### src/hw/rtl/pce_pkg.sv
package pce_pkg;

   localparam int MAX_ENTRY_LEN_DEFAULT = 256;
   localparam int RESTART_GAP_RESET     = 16;

   localparam int POS_W          = 16;
   localparam logic [POS_W-1:0] POS_MAX = '1;
   localparam int PREFIX_LEN_W   = 9;
   localparam int CSR_W          = 8;

   // request kind and result kind codes
   localparam logic KIND_BYTE  = 1'b0;
   localparam logic KIND_EMPTY = 1'b1;
   localparam logic RES_SUFFIX = 1'b0;
   localparam logic RES_HEADER = 1'b1;

   // queue between front and back
   localparam int MID_DEPTH = 4;
   localparam int MID_CNT_W = $clog2(MID_DEPTH + 1);

   // result queue, a power of two, taking up to two writes a cycle
   localparam int OUT_DEPTH = 4;

   typedef struct packed {
      logic       kind;
      logic [7:0] entry_byte;
      logic       end_of_entry;
   } req_type;

   typedef struct packed {
      logic                    result_kind;
      logic [7:0]              suffix_byte;
      logic [PREFIX_LEN_W-1:0] prefix_len;
      logic [15:0]             suffix_len;
      logic                    restart;
      logic [31:0]             entry_offset;
      logic [31:0]             entry_number;
      logic                    truncated;
      logic                    last;
   } rsp_type;

   // classified request as it travels from front to back
   typedef struct packed {
      logic             is_byte;
      logic [7:0]       entry_byte;
      logic             ends;
      logic             in_prev;
      logic             restart;
      logic             truncated;
      logic [POS_W-1:0] pos_after;
      logic [7:0]       prev_byte;
   } mid_type;

endpackage

### src/hw/rtl/pce_ram.sv
module pce_ram import pce_pkg::*; #(
   parameter int WIDTH = 8,
   parameter int DEPTH = MAX_ENTRY_LEN_DEFAULT
) (
   input  logic                     clock,
   input  logic                     we,
   input  logic [$clog2(DEPTH)-1:0] waddr,
   input  logic [WIDTH-1:0]         wdata,
   input  logic [$clog2(DEPTH)-1:0] raddr,
   output logic [WIDTH-1:0]         rdata
);

   logic [WIDTH-1:0] mem_ff [DEPTH];
   logic [WIDTH-1:0] rdata_ff;

   // read returns the old contents on a same-address write
   always_ff @(posedge clock) begin
      if (we) begin
         mem_ff[waddr] <= wdata;
      end
      rdata_ff <= mem_ff[raddr];
   end

   assign rdata = rdata_ff;

endmodule

### src/hw/rtl/pce_queue.sv
module pce_queue import pce_pkg::*; #(
   parameter type item_type = mid_type,
   parameter int  DEPTH     = MID_DEPTH
) (
   input  logic                         clock,
   input  logic                         reset,
   input  logic                         push,
   input  item_type                     push_data,
   input  logic                         pop,
   output logic                         valid,
   output item_type                     head,
   output logic [$clog2(DEPTH+1)-1:0]   count
);

   localparam int PTR_W = $clog2(DEPTH);
   localparam int CNT_W = $clog2(DEPTH + 1);

   item_type         mem_ff [DEPTH];
   logic [PTR_W-1:0] wr_ptr_ff, wr_ptr_in;
   logic [PTR_W-1:0] rd_ptr_ff, rd_ptr_in;
   logic [CNT_W-1:0] count_ff, count_in;

   always_comb begin
      wr_ptr_in = wr_ptr_ff;
      rd_ptr_in = rd_ptr_ff;
      count_in  = count_ff;
      if (push) begin
         wr_ptr_in = (wr_ptr_ff == PTR_W'(DEPTH - 1)) ? '0 : wr_ptr_ff + 1'b1;
      end
      if (pop) begin
         rd_ptr_in = (rd_ptr_ff == PTR_W'(DEPTH - 1)) ? '0 : rd_ptr_ff + 1'b1;
      end
      if (push && !pop) begin
         count_in = count_ff + 1'b1;
      end else if (!push && pop) begin
         count_in = count_ff - 1'b1;
      end
   end

   always_ff @(posedge clock) begin
      if (reset) begin
         wr_ptr_ff <= '0;
         rd_ptr_ff <= '0;
         count_ff  <= '0;
      end else begin
         wr_ptr_ff <= wr_ptr_in;
         rd_ptr_ff <= rd_ptr_in;
         count_ff  <= count_in;
      end
   end

   always_ff @(posedge clock) begin
      if (push) begin
         mem_ff[wr_ptr_ff] <= push_data;
      end
   end

   assign valid = (count_ff != '0);
   assign head  = mem_ff[rd_ptr_ff];
   assign count = count_ff;

endmodule

### src/hw/rtl/pce_front.sv
module pce_front import pce_pkg::*; #(
   parameter int MAX_ENTRY_LEN = MAX_ENTRY_LEN_DEFAULT
) (
   input  logic                 clock,
   input  logic                 reset,
   input  logic                 req_push,
   output logic                 req_full,
   input  req_type              req_data,
   input  logic                 csr_we,
   input  logic [CSR_W-1:0]     csr_wdata,
   input  logic [MID_CNT_W-1:0] q_count,
   output logic                 q_push,
   output mid_type              q_data
);

   localparam int ADDR_W = $clog2(MAX_ENTRY_LEN);
   localparam int LEN_W  = $clog2(MAX_ENTRY_LEN + 1);
   localparam logic [POS_W-1:0] MAX_POS = POS_W'(MAX_ENTRY_LEN);

   logic [CSR_W-1:0] interval_ff;
   logic [POS_W-1:0] pos_ff, pos_in;
   logic [LEN_W-1:0] prev_len_ff, prev_len_in;
   logic [7:0]       phase_ff, phase_in;
   logic             s1_valid_ff;
   mid_type          s1_ff, s1_in;

   logic             accept;
   logic             is_byte;
   logic             ends;
   logic [POS_W-1:0] pos_after;
   logic             truncated;
   logic [8:0]       phase_next;
   logic             ram_we;
   logic [7:0]       ram_rdata;

   // count the request still waiting on the store read
   assign req_full = ({1'b0, q_count} + (MID_CNT_W + 1)'(s1_valid_ff))
                     >= (MID_CNT_W + 1)'(MID_DEPTH);
   assign accept   = req_push && !req_full;

   assign is_byte    = (req_data.kind == KIND_BYTE);
   assign ends       = (req_data.kind == KIND_EMPTY) || req_data.end_of_entry;
   assign pos_after  = (is_byte && pos_ff != POS_MAX) ? pos_ff + 1'b1 : pos_ff;
   assign truncated  = pos_after > MAX_POS;
   assign phase_next = {1'b0, phase_ff} + 9'd1;
   assign ram_we     = accept && is_byte && (pos_ff < MAX_POS);

   always_comb begin
      pos_in      = pos_ff;
      prev_len_in = prev_len_ff;
      phase_in    = phase_ff;
      if (accept) begin
         if (ends) begin
            pos_in      = '0;
            prev_len_in = truncated ? LEN_W'(MAX_ENTRY_LEN) : pos_after[LEN_W-1:0];
            phase_in    = (phase_next >= {1'b0, interval_ff}) ? '0 : phase_next[7:0];
         end else begin
            pos_in = pos_after;
         end
      end
   end

   always_comb begin
      s1_in            = '0;
      s1_in.is_byte    = is_byte;
      s1_in.entry_byte = req_data.entry_byte;
      s1_in.ends       = ends;
      s1_in.in_prev    = (pos_ff < POS_W'(prev_len_ff)) && (pos_ff < MAX_POS);
      s1_in.restart    = (phase_ff == '0);
      s1_in.truncated  = truncated;
      s1_in.pos_after  = pos_after;
   end

   always_ff @(posedge clock) begin
      if (reset) begin
         interval_ff <= CSR_W'(RESTART_GAP_RESET);
         pos_ff      <= '0;
         prev_len_ff <= '0;
         phase_ff    <= '0;
         s1_valid_ff <= 1'b0;
      end else begin
         if (csr_we) begin
            interval_ff <= csr_wdata;
         end
         pos_ff      <= pos_in;
         prev_len_ff <= prev_len_in;
         phase_ff    <= phase_in;
         s1_valid_ff <= accept;
      end
   end

   always_ff @(posedge clock) begin
      if (accept) begin
         s1_ff <= s1_in;
      end
   end

   pce_ram #(
      .WIDTH (8),
      .DEPTH (MAX_ENTRY_LEN)
   ) u_store (
      .clock (clock),
      .we    (ram_we),
      .waddr (pos_ff[ADDR_W-1:0]),
      .wdata (req_data.entry_byte),
      .raddr (pos_ff[ADDR_W-1:0]),
      .rdata (ram_rdata)
   );

   // merge the store byte as the request enters the queue
   always_comb begin
      q_data           = s1_ff;
      q_data.prev_byte = ram_rdata;
   end

   assign q_push = s1_valid_ff;

endmodule

### src/hw/rtl/pce_back.sv
module pce_back import pce_pkg::*; #(
   parameter int MAX_ENTRY_LEN = MAX_ENTRY_LEN_DEFAULT
) (
   input  logic    clock,
   input  logic    reset,
   input  logic    q_valid,
   input  mid_type q_data,
   output logic    q_pop,
   output logic    rsp_empty,
   input  logic    rsp_pop,
   output rsp_type rsp_data
);

   localparam int LEN_W     = $clog2(MAX_ENTRY_LEN + 1);
   localparam int OUT_PTR_W = $clog2(OUT_DEPTH);
   localparam int OUT_CNT_W = $clog2(OUT_DEPTH + 1);

   function automatic logic [2:0] varint_size(input logic [31:0] v);
      logic [2:0] n;
      if (v < 32'd128) begin
         n = 3'd1;
      end else if (v < 32'd16384) begin
         n = 3'd2;
      end else if (v < 32'd2097152) begin
         n = 3'd3;
      end else if (v < 32'd268435456) begin
         n = 3'd4;
      end else begin
         n = 3'd5;
      end
      return n;
   endfunction

   logic             still_ff, still_in;
   logic [LEN_W-1:0] shared_ff, shared_in;
   logic [31:0]      entry_cnt_ff, entry_cnt_in;
   logic [31:0]      page_ff, page_in;

   rsp_type              out_mem_ff [OUT_DEPTH];
   logic [OUT_PTR_W-1:0] wr_ptr_ff, wr_ptr_in;
   logic [OUT_PTR_W-1:0] rd_ptr_ff, rd_ptr_in;
   logic [OUT_CNT_W-1:0] out_cnt_ff, out_cnt_in;

   logic        go;
   logic        shared;
   logic        byte_out;
   logic        hdr_out;
   logic [15:0] suffix;
   logic        pop_ok;
   rsp_type     byte_rsp;
   rsp_type     hdr_rsp;
   rsp_type     res0;

   // hold while the result queue cannot take two results
   assign go     = q_valid && (out_cnt_ff <= OUT_CNT_W'(OUT_DEPTH - 2));
   assign q_pop  = go;
   assign pop_ok = rsp_pop && !rsp_empty;

   assign shared = q_data.is_byte && !q_data.restart && still_ff && q_data.in_prev
                   && (q_data.prev_byte == q_data.entry_byte);
   assign byte_out  = q_data.is_byte && !shared;
   assign hdr_out   = q_data.ends;
   assign shared_in = shared ? shared_ff + 1'b1 : shared_ff;
   assign suffix    = (q_data.pos_after == POS_MAX) ? POS_MAX
                      : q_data.pos_after - POS_W'(shared_in);

   always_comb begin
      byte_rsp             = '0;
      byte_rsp.result_kind = RES_SUFFIX;
      byte_rsp.suffix_byte = q_data.entry_byte;
      byte_rsp.last        = !q_data.ends;

      hdr_rsp              = '0;
      hdr_rsp.result_kind  = RES_HEADER;
      hdr_rsp.prefix_len   = PREFIX_LEN_W'(shared_in);
      hdr_rsp.suffix_len   = suffix;
      hdr_rsp.restart      = q_data.restart;
      hdr_rsp.entry_offset = page_ff;
      hdr_rsp.entry_number = entry_cnt_ff;
      hdr_rsp.truncated    = q_data.truncated;
      hdr_rsp.last         = 1'b1;

      res0 = byte_out ? byte_rsp : hdr_rsp;
   end

   always_comb begin
      still_in     = still_ff;
      entry_cnt_in = entry_cnt_ff;
      page_in      = page_ff;
      if (go) begin
         if (hdr_out) begin
            still_in     = 1'b1;
            entry_cnt_in = entry_cnt_ff + 32'd1;
            page_in      = page_ff + 32'(varint_size(32'(shared_in)))
                           + 32'(varint_size(32'(suffix))) + 32'(suffix);
         end else if (byte_out) begin
            still_in = 1'b0;
         end
      end
   end

   always_comb begin
      wr_ptr_in  = wr_ptr_ff;
      rd_ptr_in  = rd_ptr_ff;
      out_cnt_in = out_cnt_ff;
      if (go) begin
         wr_ptr_in  = wr_ptr_ff + OUT_PTR_W'(byte_out) + OUT_PTR_W'(hdr_out);
         out_cnt_in = out_cnt_in + OUT_CNT_W'(byte_out) + OUT_CNT_W'(hdr_out);
      end
      if (pop_ok) begin
         rd_ptr_in  = rd_ptr_ff + 1'b1;
         out_cnt_in = out_cnt_in - 1'b1;
      end
   end

   always_ff @(posedge clock) begin
      if (reset) begin
         still_ff     <= 1'b1;
         shared_ff    <= '0;
         entry_cnt_ff <= '0;
         page_ff      <= '0;
         wr_ptr_ff    <= '0;
         rd_ptr_ff    <= '0;
         out_cnt_ff   <= '0;
      end else begin
         still_ff     <= still_in;
         entry_cnt_ff <= entry_cnt_in;
         page_ff      <= page_in;
         wr_ptr_ff    <= wr_ptr_in;
         rd_ptr_ff    <= rd_ptr_in;
         out_cnt_ff   <= out_cnt_in;
         if (go) begin
            shared_ff <= hdr_out ? '0 : shared_in;
         end
      end
   end

   // the header always lands after the suffix byte of the same request
   always_ff @(posedge clock) begin
      if (go && (byte_out || hdr_out)) begin
         out_mem_ff[wr_ptr_ff] <= res0;
      end
      if (go && byte_out && hdr_out) begin
         out_mem_ff[wr_ptr_ff + 1'b1] <= hdr_rsp;
      end
   end

   assign rsp_empty = (out_cnt_ff == '0);
   assign rsp_data  = out_mem_ff[rd_ptr_ff];

endmodule

### src/hw/rtl/prefix_compression_encoder_core.sv
// Prefix compression encoder with restart points.
// Requests: push one entry byte per request, kind low; end_of_entry closes the
// entry, and kind high closes it with no byte. Accepted on push with full low.
// Results: while empty is low the oldest result is on rsp_data; pop takes it.
// Every byte from the first that breaks the run of bytes equal to the previous
// entry on comes out as a suffix byte, as does every byte of a restart entry;
// the end of an entry gives one header record. csr_we writes restart_interval
// (reset 16); the user must use it only while idle, the block does not enforce
// it. A request is registered with its byte store read, queued, then compared
// and counted as its results enter the result queue. Throughput: one request
// per cycle while full stays low; results leave at one per cycle, so a request
// giving a suffix byte and a header takes two pops.
// Reset clears all counters and both queues and sets restart_interval to 16;
// the byte store is not cleared, as only positions written in the previous
// entry are read.
// When pop stays low the four-deep result queue fills, the back end holds, the
// four-deep request queue fills and full rises; nothing is lost.
module prefix_compression_encoder_core import pce_pkg::*; #(
   parameter int MAX_ENTRY_LEN = MAX_ENTRY_LEN_DEFAULT
) (
   input  logic             clock,
   input  logic             reset,
   input  logic             req_push,
   output logic             req_full,
   input  req_type          req_data,
   output logic             rsp_empty,
   input  logic             rsp_pop,
   output rsp_type          rsp_data,
   input  logic             csr_we,
   input  logic [CSR_W-1:0] csr_wdata
);

   logic                 q_push;
   mid_type              q_push_data;
   logic                 q_pop;
   logic                 q_valid;
   mid_type              q_head;
   logic [MID_CNT_W-1:0] q_count;

   pce_front #(
      .MAX_ENTRY_LEN (MAX_ENTRY_LEN)
   ) u_front (
      .clock     (clock),
      .reset     (reset),
      .req_push  (req_push),
      .req_full  (req_full),
      .req_data  (req_data),
      .csr_we    (csr_we),
      .csr_wdata (csr_wdata),
      .q_count   (q_count),
      .q_push    (q_push),
      .q_data    (q_push_data)
   );

   pce_queue #(
      .item_type (mid_type),
      .DEPTH     (MID_DEPTH)
   ) u_queue (
      .clock     (clock),
      .reset     (reset),
      .push      (q_push),
      .push_data (q_push_data),
      .pop       (q_pop),
      .valid     (q_valid),
      .head      (q_head),
      .count     (q_count)
   );

   pce_back #(
      .MAX_ENTRY_LEN (MAX_ENTRY_LEN)
   ) u_back (
      .clock     (clock),
      .reset     (reset),
      .q_valid   (q_valid),
      .q_data    (q_head),
      .q_pop     (q_pop),
      .rsp_empty (rsp_empty),
      .rsp_pop   (rsp_pop),
      .rsp_data  (rsp_data)
   );

   a_queue_bound: assert property (@(posedge clock) disable iff (reset)
      q_count <= MID_CNT_W'(MID_DEPTH))
      else $error("request queue overfilled");

   a_pop_valid: assert property (@(posedge clock) disable iff (reset)
      q_pop |-> q_valid)
      else $error("back end took from an empty request queue");

   a_header_last: assert property (@(posedge clock) disable iff (reset)
      (!rsp_empty && rsp_data.result_kind == RES_HEADER) |-> rsp_data.last)
      else $error("header not marked last");

   a_byte_clean: assert property (@(posedge clock) disable iff (reset)
      (!rsp_empty && rsp_data.result_kind == RES_SUFFIX) |->
         (rsp_data.suffix_len == '0 && rsp_data.entry_number == '0
          && rsp_data.entry_offset == '0 && !rsp_data.restart))
      else $error("suffix byte carries header fields");

endmodule

### config.mk
export PLATFORM = sky130hd
export DESIGN_NAME = prefix_compression_encoder_core
export DESIGN_NICKNAME = d
export VERILOG_FILES = /design/src/hw/rtl/pce_pkg.sv /design/src/hw/rtl/pce_ram.sv /design/src/hw/rtl/pce_queue.sv /design/src/hw/rtl/pce_front.sv /design/src/hw/rtl/pce_back.sv /design/src/hw/rtl/prefix_compression_encoder_core.sv
export SDC_FILE = /design/constraint.sdc
export NUM_CORES = 2
export LEC_CHECK = 0
export ABC_AREA = 1
export BUFFER_PORTS_ARGS = -buffer_cell sky130_fd_sc_hd__buf_2
export CAP_MARGIN = 20
export CORE_ASPECT_RATIO = 2
export CORE_UTILIZATION = 30
export DETAILED_ROUTE_END_ITERATION = 12
export GPL_ROUTABILITY_DRIVEN = 0
export PLACE_DENSITY = 0.46
export SLEW_MARGIN = 40
export SYNTH_ARGS = -nofsm -noshare
export SYNTH_HDL_FRONTEND = slang
export SYNTH_SLANG_ARGS = --single-unit
### constraint.sdc
create_clock -name clock -period 8.1 [get_ports clock]
set_input_delay 1.215 -clock clock [delete_from_list [all_inputs] [get_ports clock]]
set_output_delay 1.215 -clock clock [all_outputs]
set_load 0.005 [all_outputs]
==> metrics <==
Core Util, Final=34.16%; Final Cell Area=around 130000 um2; Gate Count Post-Synth=a little over 9000; Cell Pwr Density=273.7 nW/um2; Clk pin slew, worst setup/hold paths=around 0.070 ns; fin crit period=approximately 7.5 ns; Die ar.=around 380000 um2; CP startpoint kind=flip-flop; total global routing overflow=0; Worst VDD drop=0.3977 mV; CTS Buf Count=between 200 and 250; fillcell total=36650; DPL Wire Length=233.1 mm; # setup viols final=0; synthesized cell area=112500 um2; Main synth FF type=edfxtp_1; deepest clock path buffer count=4; worst hold path class=flip-flop to flip-flop; Rel. slew slack=31.86%; initial antenna violation count=9; TNS Setup=0 ns; Yosys top cell area share=between 60% and 70%; most common cell after layout, fill and taps aside=edfxtp_1; drc violations=0; largest area contributor in the netlist=edfxtp_1; met2 GRT Util=36.72%; Final Cycle Share=a little over 90%; layout cells sized above 1=about a tenth; global-route wire length before repair=around 530 mm; status=finished clean; via/cell ratio=5.154; most frequent cells in the layout=edfxtp_1, nor2_1, o21ai_0; Clock Latency Late Sink=0.95 ns; post-synthesis sequential area ratio=72.35%; Final Hold Viols=0; syn avg cell area=between 10 and 15 um2; row cnt=317; largest cells by area after synthesis=edfxtp_1, nor2_1, o21ai_0; number of I/O port buffers=125; Max-Cap Viols=0; Die H=868.0 um; Ports=between 100 and 150; Post-synth EDFFs=roughly 2600; initial drt markers=5811; met3 Use GR=roughly 1.9%; slowest stage delay, CP=0.50 ns; Crit path arrival time=8.26 ns; DR vias=74420; GR Layer Usage met1=19.61%; area occupied by multi-input gates=roughly 28000 um2; worst slew pin tran=1.022 ns; largest net degree at the start of global routing=159; die width=435.0 um; CTS tree=built; post-DR wirelength/cell=25.76 um; total core area=372800 um2; clk root buf=clkbuf_16; crit-path max FO=19; critical path class=flip-flop to flip-flop; total track usage=19.11%; Final ANT Viol Nets=0; skew final=0.08209 ns; Initial Util=30.17%; syn_nets=roughly 9500; Slew Viols, Final=0; most used cell, CP=nor2_1; sequential standard cell area=81400 um2; Area growth syn-to-layout=13.20%; Routed WL=372.0 mm; Async SR Flop Fraction=0%; Yosys reg bits=~2800; Cell variety after synth=64; busiest grt layer=met2; LEAKAGE=0.04138 uW; Data required, critical path=8.85 ns; vias in the first global route=73960; Ys Warns=0; Nets=9412; placed cell areas=roughly 120000 um2; H-tree Lvls=4; max frequency=0.1331 GHz; slowest CP cell=fa_1; Worst Setup End Kind=flip-flop; Num Clock Sinks=2771; RSZ-0062 raised after global routing=false; 1st-pass router iterations=6
[timing repair]
action | 4_1_cts | 5_1_grt
gates resized for setup | 0 | 15
hold buffers | 0 | 0
endpoints found under the setup margin | 0 | 11
buffers inserted | 0 | 0
[routing by layer]
| layer | vias to the layer above | wire (um) | share of wire (%) |
|---|---|---|---|
| li1 | 33770 | - | - |
| met1 | 37910 | 129600 | 35 |
| met2 | 2052 | 201300 | 54 |
| met3 | 680 | 14380 | 3.9 |
| met4 | 8 | 26670 | 7.2 |
| met5 | - | 54 | 0.015 |
[per-stage QoR]
| step | hold slack [ns] | cells | worst slack [ns] | power [uW] |
|---|---|---|---|---|
| final | 0.4611 | 14440 | 0.5895 | 34850 |
| after global routing | 0.4694 | 14440 | 0.03152 | 36190 |
| after CTS | 0.4579 | 14430 | 0.07629 | 35200 |
| after detailed placement | 0.4433 | 14000 | 0.1171 | 23660 |
| after global placement | 0.4391 | 13990 | 0.1532 | 23550 |
| after floorplan | 0.4191 | 9336 | 1.153 | 20860 |
[worst max-delay path, delay by kind of cell, from the launching register on]
family / cells / cell delay, ns
buffers and inverters: 8 / 1.04
and+or+nand+nor: 19 / 2.25
xor gates and xnor gates: 2 / 0.35
adders and majority gates: 5 / 1.96
AOI/OAI and AO/OA: 8 / 1.40
DFF: 1 / 0.34
[cell usage after synthesis (all sizes together) (2+ instances only)]
| cell type | number |
|---|---|
| inv | 292 |
| ha | 83 |
| nand3b | 5 |
| a21boi | 4 |
| a221oi | 69 |
| o21ai | 1341 |
| clkinv | 9 |
| nor3b | 3 |
| nor3 | 58 |
| nand3 | 114 |
| or2 | 3 |
| nor4 | 15 |
| o221ai | 11 |
| o2111ai | 3 |
| edfxtp | 2589 |
| a22oi | 2 |
| nor2 | 2031 |
| o32ai | 2 |
| a21oi | 166 |
| buf | 69 |
| o2bb2ai | 2 |
| dfxtp | 182 |
| a22o | 65 |
| nand2 | 846 |
| nand4 | 69 |
| xnor2 | 7 |
| o211ai | 3 |
| a32o | 2 |
| clkbuf | 541 |
| a32oi | 11 |
| a41oi | 34 |
| a211oi | 5 |
| mux2i | 2 |
| o21a | 4 |
| xor2 | 35 |
| fa | 8 |
| o22ai | 642 |
| o211a | 2 |
[sequential cells by signal (all words and copies together), names as in the netlist, 3 cells and up, named ones only]
name and cells:
u_back.shared_ff 9, u_front.u_store.rdata 8, u_back.entry_cnt_ff 32, u_back.page_ff 32, u_front.phase_ff 8, u_back.out_mem_ff 404, u_queue.mem_ff 148, u_front.u_store.mem_ff 2048
u_front.prev_len_ff 9, u_front.interval_ff 8, u_front.pos_ff 16, u_queue.count 3, u_back.out_cnt_ff 3, u_front.q_data 29
[cell type report]
class	instances	share of cell area (%)
Inverter	301	0.9256
Timing Repair Buffer	332	2.121
Multi-Input combinational cell	5654	22.18
Clock buffer	296	4.977
Clock inverter	138	0.9993
Antenna cell	5	0.009826
Sequential cell	2771	63.93
Tap cell	4944	4.858
[power by group]
group          switching (uW)  total (uW)  leakage, uW  internal (uW)
Combinational            4500        6240       0.0126           1740
Clock                    5370       11600      0.00371           6240
Sequential                319       17000       0.0250          16700
Total                   10200       34900       0.0414          24700
[worst paths after layout]
path / to / slack (ns) / from / cells past startpoint
hold reg to reg: u_back.out_mem_ff[3][100] / 0.46 / u_back.out_mem_ff[3][100] / 2
setup / recovery: u_back.page_ff[29] / 0.59 / flip-flop / 42
hold / removal: u_back.out_mem_ff[3][100] / 0.46 / u_back.out_mem_ff[3][100] / 2
setup reg to reg: u_back.page_ff[29] / 0.59 / flip-flop / 42
[kinds of logic (layout without fill, tap and decap cells)]
logic type	count (synthesis)	after routing	synth area share (%)
and+or+nand+nor	3147	3147	11.02
buffers and inverters	911	1067	3.201
AOI/OAI and AO/OA	2372	2372	12.02
muxes	2	2	0.01780
DFF	2771	2771	72.35
other	0	5	0
adders and majority gates	91	91	1.065
xor gates and xnor gates	42	42	0.3270
Power figures use the tool's default switching activity.
